File: config.mk
export PLATFORM = sky130hd
export DESIGN_NAME = indexed_doubly_linked_list
export DESIGN_NICKNAME = d
export VERILOG_FILES = /design/src/rtl/idll_pkg.sv /design/src/rtl/idll_ctrl.sv /design/src/rtl/idll_dp.sv /design/src/rtl/indexed_doubly_linked_list.sv
export VERILOG_INCLUDE_DIRS = /design/src /design/src/rtl
export SDC_FILE = /design/constraint.sdc
export NUM_CORES = 1
export LEC_CHECK = 0
export BUFFER_PORTS_ARGS = -buffer_cell sky130_fd_sc_hd__buf_2
export CORE_MARGIN = 2
export CORE_UTILIZATION = 62
export DETAILED_ROUTE_END_ITERATION = 10
export PLACE_DENSITY = 0.79
export SETUP_SLACK_MARGIN = 0.5
export SLEW_MARGIN = 10
export SYNTH_ARGS = -nofsm -noshare
export SYNTH_HDL_FRONTEND = slang
export SYNTH_SLANG_ARGS = --single-unit
export TNS_END_PERCENT = 20
File: constraint.sdc
create_clock -name clk_i -period 8 [get_ports clk_i]
set_input_delay 0.8 -clock clk_i [delete_from_list [all_inputs] [get_ports clk_i]]
set_output_delay 0.8 -clock clk_i [all_outputs]
set_load 0.02 [all_outputs]
File: src/rtl/assert_macros.svh
// ----------------------------------------------------------------------------
// assertion helper macros
// shared wrappers for clocked, reset-qualified property checks
// ----------------------------------------------------------------------------
`ifndef ASSERT_MACROS_SVH
`define ASSERT_MACROS_SVH

// same-cycle implication, disabled while reset is low
`define ASSERT_SAME(label, clk, rst_n, ante, cons, msg) \
  label: assert property (@(posedge clk) disable iff (!rst_n) (ante) |-> (cons)) \
    else $error(msg);

// next-cycle implication, disabled while reset is low
`define ASSERT_NEXT(label, clk, rst_n, ante, cons, msg) \
  label: assert property (@(posedge clk) disable iff (!rst_n) (ante) |=> (cons)) \
    else $error(msg);

`endif

File: src/rtl/idll_pkg.sv
// ----------------------------------------------------------------------------
// idll_pkg
// shared constants, status codes and controller command type
// ----------------------------------------------------------------------------
package idll_pkg;

  // default sizing
  localparam int DEF_ENTRIES     = 16;
  localparam int DEF_VALUE_WIDTH = 64;

  // fixed port widths
  localparam int IDX_W  = 8;
  localparam int DATA_W = 64;

  typedef logic [IDX_W-1:0]  idx_port_t;
  typedef logic [DATA_W-1:0] data_port_t;

  // request opcodes
  localparam logic [1:0] OP_INS_AFTER  = 2'd0;
  localparam logic [1:0] OP_INS_BEFORE = 2'd1;
  localparam logic [1:0] OP_POP        = 2'd2;
  localparam logic [1:0] OP_UNDEF      = 2'd3;

  // result status codes
  typedef enum logic [1:0] {
    ST_OK      = 2'd0,
    ST_RANGE   = 2'd1,
    ST_ZERO    = 2'd2,
    ST_REFUSED = 2'd3
  } status_e;

  // controller to datapath commands
  typedef struct packed {
    logic take;     // input word accepted this cycle
    logic rd_pos;   // read links and value at position
    logic rd_free;  // capture position links, read link at free head
    logic exec;     // decide operation, capture next free head
    logic wr1;      // first link write, scalar update
    logic wr2;      // second link write
    logic done;     // hand result to output register
  } cmd_t;

endpackage

File: src/rtl/idll_ctrl.sv
// ----------------------------------------------------------------------------
// idll_ctrl
// sequencer stepping one operation through read, decide and write phases
// ----------------------------------------------------------------------------
module idll_ctrl (
  input  logic            clk_i,
  input  logic            rst_ni,
  input  logic            in_valid_i,
  output logic            in_ready_o,
  input  logic            out_full_i,
  output idll_pkg::cmd_t  cmd_o
);

  typedef enum logic [2:0] {
    S_IDLE,
    S_RD_POS,
    S_RD_FREE,
    S_EXEC,
    S_WR1,
    S_WR2,
    S_DONE
  } state_e;

  state_e         state_q;
  logic           ready_q;
  idll_pkg::cmd_t step_q;

  always_ff @(posedge clk_i or negedge rst_ni) begin
    if (!rst_ni) begin
      state_q <= S_IDLE;
      ready_q <= 1'b1;
      step_q  <= '0;
    end else begin
      step_q <= '0;
      case (state_q)
        S_IDLE: begin
          if (in_valid_i) begin
            state_q       <= S_RD_POS;
            ready_q       <= 1'b0;
            step_q.rd_pos <= 1'b1;
          end
        end
        S_RD_POS: begin
          state_q        <= S_RD_FREE;
          step_q.rd_free <= 1'b1;
        end
        S_RD_FREE: begin
          state_q     <= S_EXEC;
          step_q.exec <= 1'b1;
        end
        S_EXEC: begin
          state_q    <= S_WR1;
          step_q.wr1 <= 1'b1;
        end
        S_WR1: begin
          state_q    <= S_WR2;
          step_q.wr2 <= 1'b1;
        end
        S_WR2: begin
          state_q     <= S_DONE;
          step_q.done <= 1'b1;
        end
        S_DONE: begin
          if (!out_full_i) begin
            state_q <= S_IDLE;
            ready_q <= 1'b1;
          end else begin
            step_q.done <= 1'b1;
          end
        end
        default: begin
          state_q <= S_IDLE;
          ready_q <= 1'b1;
        end
      endcase
    end
  end

  assign in_ready_o = ready_q;

  always_comb begin
    cmd_o      = step_q;
    cmd_o.take = in_valid_i & ready_q;
  end

endmodule

File: src/rtl/idll_dp.sv
// ----------------------------------------------------------------------------
// idll_dp
// link tables, value store, list pointers and result register
// ----------------------------------------------------------------------------
module idll_dp #(
  parameter int ENTRIES     = idll_pkg::DEF_ENTRIES,
  parameter int VALUE_WIDTH = idll_pkg::DEF_VALUE_WIDTH
) (
  input  logic                   clk_i,
  input  logic                   rst_ni,
  input  idll_pkg::cmd_t         cmd_i,
  output logic                   out_full_o,
  input  logic [1:0]             opcode_i,
  input  idll_pkg::idx_port_t    position_i,
  input  idll_pkg::data_port_t   value_i,
  output logic                   out_valid_o,
  input  logic                   out_ready_i,
  output logic [1:0]             status_o,
  output idll_pkg::data_port_t   popped_value_o,
  output idll_pkg::idx_port_t    head_index_o,
  output idll_pkg::idx_port_t    tail_index_o
);

  localparam int IW = $clog2(ENTRIES);
  localparam logic [idll_pkg::IDX_W:0] ENT_LIM = (idll_pkg::IDX_W + 1)'(ENTRIES);
  localparam logic [IW-1:0] LAST_IDX = IW'(ENTRIES - 1);

  typedef enum logic [2:0] {
    K_NONE,
    K_INS_EMPTY,
    K_INS_AFTER,
    K_INS_BEFORE,
    K_POP
  } kind_e;

  typedef logic [IW-1:0] ix_t;

  // storage
  ix_t                    next_mem [ENTRIES];
  ix_t                    prev_mem [ENTRIES];
  logic [VALUE_WIDTH-1:0] val_mem  [ENTRIES];
  logic [ENTRIES-1:0]     next_vld_q, prev_vld_q, used_q;

  // list pointers
  ix_t first_q, last_q, fhead_q;

  // latched request
  logic [1:0]             op_q;
  idll_pkg::idx_port_t    pos_q;
  logic [VALUE_WIDTH-1:0] val_q;

  // read path
  ix_t                    nraddr, naddr_q, paddr_q, nrd_q, prd_q, next_eff, prev_eff;
  logic [VALUE_WIDTH-1:0] vrd_q;

  // operation context
  ix_t                    nx_q, pv_q, nfh_q, n_q;
  logic [VALUE_WIDTH-1:0] popv_q;
  kind_e                  kind_q, kind_d;
  idll_pkg::status_e      st_q, st_d;

  // write ports
  logic n_we, p_we;
  ix_t  n_wa, n_wd, p_wa, p_wd;

  // result register
  logic                   rvalid_q;
  idll_pkg::status_e      rstat_q;
  logic [VALUE_WIDTH-1:0] rpop_q;
  ix_t                    rhead_q, rtail_q;
  logic                   load_out;

  ix_t pos_ix;
  assign pos_ix = pos_q[IW-1:0];

  // request capture
  always_ff @(posedge clk_i) begin
    if (cmd_i.take) begin
      op_q  <= opcode_i;
      pos_q <= position_i;
      val_q <= value_i[VALUE_WIDTH-1:0];
    end
  end

  // registered reads; next table reads position then free head
  assign nraddr = cmd_i.rd_pos ? pos_ix : fhead_q;

  always_ff @(posedge clk_i) begin
    nrd_q   <= next_mem[nraddr];
    naddr_q <= nraddr;
    prd_q   <= prev_mem[pos_ix];
    paddr_q <= pos_ix;
    vrd_q   <= val_mem[pos_ix];
  end

  // entries never written read as their reset links
  always_comb begin
    if (next_vld_q[naddr_q]) begin
      next_eff = nrd_q;
    end else if (naddr_q == LAST_IDX) begin
      next_eff = '0;
    end else begin
      next_eff = naddr_q + ix_t'(1);
    end
    prev_eff = prev_vld_q[paddr_q] ? prd_q : '0;
  end

  // operation decode
  always_comb begin
    kind_d = K_NONE;
    st_d   = idll_pkg::ST_REFUSED;
    if ({1'b0, pos_q} >= ENT_LIM) begin
      st_d = idll_pkg::ST_RANGE;
    end else if (op_q == idll_pkg::OP_INS_AFTER || op_q == idll_pkg::OP_INS_BEFORE) begin
      if (fhead_q == '0) begin
        st_d = idll_pkg::ST_REFUSED;
      end else if (first_q == '0) begin
        st_d   = idll_pkg::ST_OK;
        kind_d = K_INS_EMPTY;
      end else if (pos_q == '0 || !used_q[pos_ix]) begin
        st_d = idll_pkg::ST_REFUSED;
      end else begin
        st_d   = idll_pkg::ST_OK;
        kind_d = (op_q == idll_pkg::OP_INS_AFTER) ? K_INS_AFTER : K_INS_BEFORE;
      end
    end else if (op_q == idll_pkg::OP_POP) begin
      if (pos_q == '0) begin
        st_d = idll_pkg::ST_ZERO;
      end else if (!used_q[pos_ix]) begin
        st_d = idll_pkg::ST_REFUSED;
      end else begin
        st_d   = idll_pkg::ST_OK;
        kind_d = K_POP;
      end
    end
  end

  always_ff @(posedge clk_i) begin
    if (cmd_i.rd_free) begin
      nx_q   <= next_eff;
      pv_q   <= prev_eff;
      popv_q <= vrd_q;
    end
    if (cmd_i.exec) begin
      nfh_q <= next_eff;
      n_q   <= fhead_q;
      st_q  <= st_d;
    end
  end

  always_ff @(posedge clk_i or negedge rst_ni) begin
    if (!rst_ni) begin
      kind_q <= K_NONE;
    end else if (cmd_i.exec) begin
      kind_q <= kind_d;
    end
  end

  // link writes, one per table per phase
  always_comb begin
    n_we = 1'b0;
    n_wa = '0;
    n_wd = '0;
    p_we = 1'b0;
    p_wa = '0;
    p_wd = '0;
    if (cmd_i.wr1) begin
      case (kind_q)
        K_INS_EMPTY: begin
          n_we = 1'b1; n_wa = n_q; n_wd = '0;
          p_we = 1'b1; p_wa = n_q; p_wd = '0;
        end
        K_INS_AFTER: begin
          n_we = 1'b1; n_wa = n_q; n_wd = nx_q;
          p_we = 1'b1; p_wa = n_q; p_wd = pos_ix;
        end
        K_INS_BEFORE: begin
          n_we = 1'b1; n_wa = n_q; n_wd = pos_ix;
          p_we = 1'b1; p_wa = n_q; p_wd = pv_q;
        end
        K_POP: begin
          n_we = 1'b1; n_wa = pos_ix; n_wd = fhead_q;
          p_we = 1'b1; p_wa = pos_ix; p_wd = '0;
        end
        default: begin
        end
      endcase
    end else if (cmd_i.wr2) begin
      case (kind_q)
        K_INS_AFTER: begin
          n_we = 1'b1;         n_wa = pos_ix; n_wd = n_q;
          p_we = (nx_q != '0); p_wa = nx_q;   p_wd = n_q;
        end
        K_INS_BEFORE: begin
          n_we = (pv_q != '0); n_wa = pv_q;   n_wd = n_q;
          p_we = 1'b1;         p_wa = pos_ix; p_wd = n_q;
        end
        K_POP: begin
          n_we = (pv_q != '0); n_wa = pv_q; n_wd = nx_q;
          p_we = (nx_q != '0); p_wa = nx_q; p_wd = pv_q;
        end
        default: begin
        end
      endcase
    end
  end

  always_ff @(posedge clk_i) begin
    if (n_we) begin
      next_mem[n_wa] <= n_wd;
    end
    if (p_we) begin
      prev_mem[p_wa] <= p_wd;
    end
    if (cmd_i.wr1 && (kind_q == K_INS_EMPTY || kind_q == K_INS_AFTER ||
                      kind_q == K_INS_BEFORE)) begin
      val_mem[n_q] <= val_q;
    end
  end

  // valid bits, in-use marks and list pointers
  always_ff @(posedge clk_i or negedge rst_ni) begin
    if (!rst_ni) begin
      next_vld_q <= '0;
      prev_vld_q <= '0;
      used_q     <= '0;
      first_q    <= '0;
      last_q     <= '0;
      fhead_q    <= ix_t'(1);
    end else begin
      if (n_we) begin
        next_vld_q[n_wa] <= 1'b1;
      end
      if (p_we) begin
        prev_vld_q[p_wa] <= 1'b1;
      end
      if (cmd_i.wr1) begin
        case (kind_q)
          K_INS_EMPTY: begin
            first_q     <= n_q;
            last_q      <= n_q;
            fhead_q     <= nfh_q;
            used_q[n_q] <= 1'b1;
          end
          K_INS_AFTER: begin
            fhead_q     <= nfh_q;
            used_q[n_q] <= 1'b1;
            if (nx_q == '0) begin
              last_q <= n_q;
            end
          end
          K_INS_BEFORE: begin
            fhead_q     <= nfh_q;
            used_q[n_q] <= 1'b1;
            if (pv_q == '0) begin
              first_q <= n_q;
            end
          end
          K_POP: begin
            fhead_q        <= pos_ix;
            used_q[pos_ix] <= 1'b0;
            if (pv_q == '0) begin
              first_q <= nx_q;
            end
            if (nx_q == '0) begin
              last_q <= pv_q;
            end
          end
          default: begin
          end
        endcase
      end
    end
  end

  // output register
  assign load_out = cmd_i.done & ~rvalid_q;

  always_ff @(posedge clk_i or negedge rst_ni) begin
    if (!rst_ni) begin
      rvalid_q <= 1'b0;
    end else if (load_out) begin
      rvalid_q <= 1'b1;
    end else if (out_ready_i) begin
      rvalid_q <= 1'b0;
    end
  end

  always_ff @(posedge clk_i) begin
    if (load_out) begin
      rstat_q <= st_q;
      rpop_q  <= (kind_q == K_POP) ? popv_q : '0;
      rhead_q <= first_q;
      rtail_q <= last_q;
    end
  end

  assign out_full_o     = rvalid_q;
  assign out_valid_o    = rvalid_q;
  assign status_o       = rstat_q;
  assign popped_value_o = idll_pkg::data_port_t'(rpop_q);
  assign head_index_o   = idll_pkg::idx_port_t'(rhead_q);
  assign tail_index_o   = idll_pkg::idx_port_t'(rtail_q);

endmodule

File: src/rtl/indexed_doubly_linked_list.sv
// ----------------------------------------------------------------------------
// indexed_doubly_linked_list
// table-based doubly linked list with free chain: insert after, insert
// before and pop at a table position, one result word per request word
// steps: reads, decide, two link writes, load once the output is free
// one word in flight, set by the single write port per link table (two
//   link writes per table per operation) and registered reads
// reset: async active low; empty list, free chain 1..N-1, no clearing pass
// ----------------------------------------------------------------------------
`include "assert_macros.svh"

module indexed_doubly_linked_list #(
  parameter int ENTRIES     = idll_pkg::DEF_ENTRIES,
  parameter int VALUE_WIDTH = idll_pkg::DEF_VALUE_WIDTH
) (
  input  logic                  clk_i,
  input  logic                  rst_ni,
  // request channel
  input  logic                  in_valid_i,
  output logic                  in_ready_o,
  input  logic [1:0]            opcode_i,
  input  idll_pkg::idx_port_t   position_i,
  input  idll_pkg::data_port_t  value_i,
  // result channel
  output logic                  out_valid_o,
  input  logic                  out_ready_i,
  output logic [1:0]            status_o,
  output idll_pkg::data_port_t  popped_value_o,
  output idll_pkg::idx_port_t   head_index_o,
  output idll_pkg::idx_port_t   tail_index_o
);

  // commands from the sequencer, output-register occupancy back
  idll_pkg::cmd_t cmd;
  logic           out_full;

  // sequencer: fixed read / decide / write walk for every word
  idll_ctrl u_ctrl (
    .clk_i      (clk_i),
    .rst_ni     (rst_ni),
    .in_valid_i (in_valid_i),
    .in_ready_o (in_ready_o),
    .out_full_i (out_full),
    .cmd_o      (cmd)
  );

  // datapath: link tables, value store, head / tail / free head, result reg
  idll_dp #(
    .ENTRIES     (ENTRIES),
    .VALUE_WIDTH (VALUE_WIDTH)
  ) u_dp (
    .clk_i          (clk_i),
    .rst_ni         (rst_ni),
    .cmd_i          (cmd),
    .out_full_o     (out_full),
    .opcode_i       (opcode_i),
    .position_i     (position_i),
    .value_i        (value_i),
    .out_valid_o    (out_valid_o),
    .out_ready_i    (out_ready_i),
    .status_o       (status_o),
    .popped_value_o (popped_value_o),
    .head_index_o   (head_index_o),
    .tail_index_o   (tail_index_o)
  );

  // only one word in flight inside the sequencer
  `ASSERT_NEXT(a_one_in_flight, clk_i, rst_ni, in_valid_i && in_ready_o, !in_ready_o,
               "request accepted while a word is in flight")

  // a failed operation never reports a popped value
  `ASSERT_SAME(a_pop_zero, clk_i, rst_ni,
               out_valid_o && status_o != idll_pkg::ST_OK, popped_value_o == '0,
               "popped value set on a failed operation")

  // head and tail are empty together
  `ASSERT_SAME(a_ends_agree, clk_i, rst_ni, out_valid_o,
               (head_index_o == '0) == (tail_index_o == '0),
               "head and tail disagree on list emptiness")

  // list ends stay inside the table
  `ASSERT_SAME(a_ends_range, clk_i, rst_ni, out_valid_o,
               head_index_o < ENTRIES && tail_index_o < ENTRIES,
               "list end index outside the table")

endmodule
# --- Word level (Yosys, flattened, before mapping) ---
# Memory sizes are Yosys's and may differ from the RTL's. A register that Yosys moved wholly into a read port is not among the register bits.
# Cells that the tools add are included.
word_totals:
  ramBits: 1152
  regBits: 312
  word_cells: 193
  out_inout_bits: 84
  input_bits: 78
  memories: 3
mem_list:
  columns: ["memory", "depth", "word_bits", "rd", "rd_ports_with_merged_regs", "write_ports", "line_no", "rtl"]
  rows:
  - ["u_dp.val_mem", 16, 64, 1, 1, 1, "idll_dp.sv:41", "logic [VALUE_WIDTH-1:0] val_mem [ENTRIES];"]
  - ["u_dp.next_mem", 16, 4, 1, 1, 1, "idll_dp.sv:39", "ix_t next_mem [ENTRIES];"]
  - ["u_dp.prev_mem", 16, 4, 1, 1, 1, "idll_dp.sv:40", "ix_t prev_mem [ENTRIES];"]
op_classes:
  order_cmp: 11
  reduce_logical: 34
  bitwise: 9
  n_eq_ne: 19
  add_sub_neg: 1
  muxes: 85
op_table:
  columns: ["cell", "count"]
  rows:
  - ["two-way mux 4 bit", 15]
  - ["one-hot mux 4 bit (2 select lines)", 7]
  - ["bitwise OR 16 bit", 3]
  - ["one-hot mux 4 bit (3 select lines)", 3]
  - ["one-hot mux 16 bit (2 select lines)", 1]
  - ["< comparator 4 x 5 -> 1 bit, second input constant", 6]
  - ["two-way mux 1 bit", 30]
  - ["two-way mux 3 bit", 10]
  - ["one-hot mux 3 bit (7 select lines)", 1]
  - ["AND 16 bit", 1]
  - ["demux 1 bit (select 4 bit)", 4]
  - ["greater-or-equal comparator 4 x 1 -> 1 bit, second input constant", 4]
  - ["logical NOT 4 bit", 4]
  - ["NOT 16 bit", 1]
  - ["two-way mux 2 bit", 7]
  - ["binary-select mux 1 bit (select 4 bit)", 3]
  - ["equality test 3 x 2 -> 1 bit, second input constant", 4]
  - ["equality test 3 bit, second input constant", 4]
  - ["greater-or-equal comparator 8 x 5 -> 1 bit, second input constant", 1]
  - ["logical NOT 8 bit", 1]
  - ["!= test 2 bit, second input constant", 4]
  - ["AND reduction 4 bit", 2]
  - ["nonzero test 4 bit", 2]
  - ["equality test 3 x 1 -> 1 bit, second input constant", 2]
  - ["22 further kinds", 39]

# --- Logic depth before layout (Yosys ltp) ---
depth:
  depth_word: 10
  ltp_mapped: 9
  ltp_nobuf: 6

# --- By module ---
# From an unflattened synthesis, not the netlist that was laid out.
unflattened:
  hier_cells: 2552
  hier_area_um2: 56965.9
by_module_without_submodules:
  columns: ["mod", "cells_per_inst", "seq_area_each_um2", "area_each_um2", "instances"]
  rows:
  - ["idll_dp", 2510, 44704.1, 56486.7, 1]
  - ["idll_ctrl", 42, 251.5, 479.2, 1]

# --- Least setup slack after synthesis ---
# No wires, ideal clock.
synth_timing:
  path_type: "register to register"
  from: "register u_dp.kind_q[0]"
  to: "memory u_dp.val_mem[3][0] (netlist bit), enable pin"
  path_buffers: 3
  path_stages_with_launch: 8
  arrival_ns: 5.724
  path_slack_ns: 1.709
  required_ns: 7.433
  synth_period_minus_slack_ns: 6.291
  setup_ns: 0.567
  path_cell_list: "dfrtp_1 buf_6 buf_4 buf_2 nor2_1 nor3_1 nand3_1 nor3_1"
synth_between:
  elab_chain_cells: 6
  elab_cells_between_ends: 8
  classes_between: "eq/ne: 3; mux: 2; reduce/logical: 3"
synth_lines:
  columns: ["element", "line_no", "rtl"]
  rows:
  - ["start, declared", "idll_dp.sv:59", "kind_e kind_q, kind_d;"]
  - ["start signal, assigned", "idll_dp.sv:155", "kind_q <= kind_d;"]
  - ["equality test 3 x 1 -> 1 bit / equality test 3 x 2 -> 1 bit (equally long branches)", "idll_dp.sv:215", "if (cmd_i.wr1 && (kind_q == K_INS_EMPTY || kind_q == K_INS_AFTER ||"]
  - ["logical OR 1 bit", "idll_dp.sv:215", null]
  - ["logical OR 1 bit *", "idll_dp.sv:215", null]
  - ["logical AND 1 bit *", "idll_dp.sv:215", null]
  - ["two-way mux 1 bit *", "idll_dp.sv:215", null]
  - ["two-way mux 1 bit (not written as such) *", "idll_dp.sv:217", "val_mem[n_q] <= val_q;"]
  - ["end, declared", "idll_dp.sv:41", null]
# Mark *: on every way between the ends. The rest lies on a longest branch, timed or not.

# --- Worst setup path after layout ---
layout_timing:
  from: "register u_ctrl.step_q, in the netlist u_ctrl.cmd_o[2]"
  to: "memory u_dp.val_mem[10][57] (netlist bit), enable pin"
layout_between:
  elab_chain_cells: 3
layout_lines:
  columns: ["element", "line_no", "rtl"]
  rows:
  - ["start, declared", "idll_ctrl.sv:26", "idll_pkg::cmd_t step_q;"]
  - ["logical AND 1 bit", "idll_dp.sv:215", null]
  - ["two-way mux 1 bit", "idll_dp.sv:215", null]
  - ["two-way mux 1 bit (not written as such)", "idll_dp.sv:217", null]
# Every way passes these cells.

==> flow_summary.yaml <==
outcome:
  outcome: "completed"
place:
  io_buffers: 153
  place_congestion: 0.819
  dp_hpwl_mm: 62.8
clock_tree:
  cts_tree: "built"
  clk_pin_slew_ps: 70
  cts-hold-fix-buffers: 0
  htree_levels: 4
  cts_resized: 0
  cts_root_buf: "clkbuf_16"
  clock_sinks: 1536
  numCtsBuffers: 147
  insertion_delay_ps: 750
  clock_path_buffers: 3
  postCtsSetupRepairBufs: 0
critical_path:
  r2r-end: "u_dp.val_mem[10][57]$_DFFE_PP_"
  startpoint_type: "register"
  path_delay_family: "simple AND/OR/NAND/NOR gates"
  worst_setup_path_end_kind: "register"
  path_cells: "inv_1 > nor3_1 > nand3_1 > nor2_4 > buf_4"
  cp_slowest_cell: "buf_4"
  timing.critical_path.slowest_cell_delay_ps: 860
  cp_max_fo: 51
  r2r_cells: 5
  r2r_setup_slack_ps: 3770
  arrival_ps: 4580
  reg2reg_from: "u_ctrl.cmd_o[2]$_DFF_PN0_"
  worst_ep_required_time_ps: 8350
  crit_type: "register to register"
  path_buf_inv: 2
job:
  cap_violations: 0
synthesis:
  syn_area_per_cell_sq_um: 22.1
  synthesis.area_sq_um: 56900
  synth_edf_count: 1382
  yosysSeqAreaShare: 0.791
  ys_ff_latch: 1536
  async_flop_share: 0.0482
  ys.flop_type: "edfxtp_1"
  ys_types: 74
  yosysWarnings: 0
  syn_inst: 2567
final_layout:
  n_antenna_cell: 0
  drive_gt1_frac: 0.283
  num-nets-final: 2860
  area_growth_pct: 12.5
  final_cell_mix: "edfxtp_1, mux4_2, clkbuf_16, buf_2, nand2_1"
  layout_commonest_cell: "edfxtp_1"
  fin_util: 0.701
detailed_routing:
  drc: 0
  detailedRoute.firstIterationViolations: 3667
  via_count: 27200
  wl_mm: 129
  via_per_inst: 6.65
  ant_nets: 0
  first_pass_iters: 6
  routedWlPerCell_microns: 31.5
sta:
  tightest_slew_ps: 1250
  grt_setup_unrepaired: "false"
  finalSetupTns_ps: 0
  fin_crit_sh: 0.529
  max_freq_ghz: 0.236
  hold_viol_final: 0
  timing.final.crit_period_ps: 4230
  skew_ps: 22.2
  setup_viol: 0
  relSlewSlack: 0.162
  drv_slew: 0
floorplanning:
  rows: 111
  dieArea_sq_um: 94100
  die_x_microns: 307
  start_util: 0.623
  boundaryPins: 162
  fp.coreArea_sq_um: 91200
  die_y_microns: 307
global_route:
  grt_pass1_wl_mm: 189
  overflow: 0
  grt_pass1_vias: 28300
  grt_usage: 0.282
  grt_max_degree: 173
  antenna_found_initial: 6
pwr:
  p_leak_nw: 21.0
  cellPowerDensity_nw_per_um2: 282
  peakVddDrop_mv: 0.294
hold_path:
  hp-class: "primary input to asynchronous set/reset pin"
per-stage QoR:
stage / power [mW] / hold slack, ps / area, sq um / std cells / setup slack (ps)
3_3_place_gp: 10.9 / 388 / 58900 / 3818 / 3940
4_1_cts: 18.1 / 181 / 64000 / 4093 / 3840
3_5_place_dp: 11.0 / 389 / 58900 / 3818 / 3880
6_report: 18.0 / 214 / 64000 / 4093 / 3770
2_1_floorplan: 10.5 / 343 / 56900 / 2574 / 1710
5_1_grt: 18.5 / 194 / 64000 / 4093 / 3560
area by class of cell:
type / count / area, sq um
Sequential cell: 1536 / 45000
Fill cell: 5112 / 27300
Multi-Input combinational cell: 888 / 11300
Clock buffer: 188 / 4110
Tap cell: 1186 / 1480
Timing Repair Buffer: 195 / 1110
Clock inverter: 87 / 927
Inverter: 13 / 51.3
worst reg2reg max path: stages, from the launching register on:
cell	delay [ps]
dfrtp_1	820
inv_1	420
nor3_1	560
nand3_1	440
nor2_4	600
buf_4	870
worst max-delay path by stage:
stage | start | to | slack (ps) | depth (start not counted)
final | u_ctrl.cmd_o[2]$_DFF_PN0_ | u_dp.val_mem[10][57]$_DFFE_PP_ | 3770 | 5
after global routing | u_ctrl.cmd_o[2]$_DFF_PN0_ | u_dp.val_mem[3][10]$_DFFE_PP_ | 3560 | 6
after global placement | u_ctrl.cmd_o[2]$_DFF_PN0_ | u_dp.val_mem[9][10]$_DFFE_PP_ | 3940 | 5
after floorplan | u_dp.kind_q[0]$_DFFE_PN0P_ | u_dp.val_mem[3][0]$_DFFE_PP_ | 1710 | 7
after detailed placement | u_ctrl.cmd_o[2]$_DFF_PN0_ | u_dp.val_mem[9][10]$_DFFE_PP_ | 3880 | 5
after CTS | u_ctrl.cmd_o[2]$_DFF_PN0_ | u_dp.val_mem[9][56]$_DFFE_PP_ | 3840 | 5
metal layers:
layer	share of wire	vias to the layer above	GRT usage
met5	0.00050	-	0.00155
met4	0.034	8	0.107
met3	0.081	309	0.0549
met2	0.52	1646	0.474
met1	0.37	14200	0.371
li1	-	11000	-
registers in the layout, indices dropped and copies added, names as in the netlist, 6 cells and up:
name / flops
u_dp.vrd_q: 64
u_dp.next_vld_q: 16
u_dp.val_q: 64
u_dp.val_mem: 1024
u_dp.prev_vld_q: 16
u_dp.popped_value_o: 64
u_dp.used_q: 16
u_dp.next_mem: 64
u_dp.prev_mem: 64
u_ctrl.cmd_o: 6
u_dp.pos_q: 8
u_dp.popv_q: 64
synthesized netlist by cell type, types with 27 or more instances:
library cell     n  area (sq um)
mux4_2         350          7880
clkbuf_1        54           203
buf_2           42           210
and2_1          71           444
dfxtp_1         80          1600
edfxtp_1      1382         41500
a21oi_1         28           140
nand2_1         92           345
nand3_1         27           135
nor2_1          67           251
dfrtp_1         72          1800
mux2i_1         27           270
o21ai_0         34           170
cells by family (layout without fill, tap and decap cells):
kind of cell	count (synthesis)	count (layout)	share of synthesized area
DFF	1536	1536	0.791
xor gates and xnor gates	1	1	0.000154
buffers and inverters	150	483	0.0125
AOI/OAI and AO/OA	179	179	0.0229
muxes	384	384	0.146
and+or+nand+nor	315	315	0.0278
other	1	8	0.0000660
adders and majority gates	1	1	0.000220
power by group:
part / internal, mW / switching [mW]
registers: 9.25 / 0.403
logic: 0.477 / 0.715
clock network: 4.20 / 2.98
total: 13.9 / 4.10
Note: power is estimated with default switching activity, not from simulation.
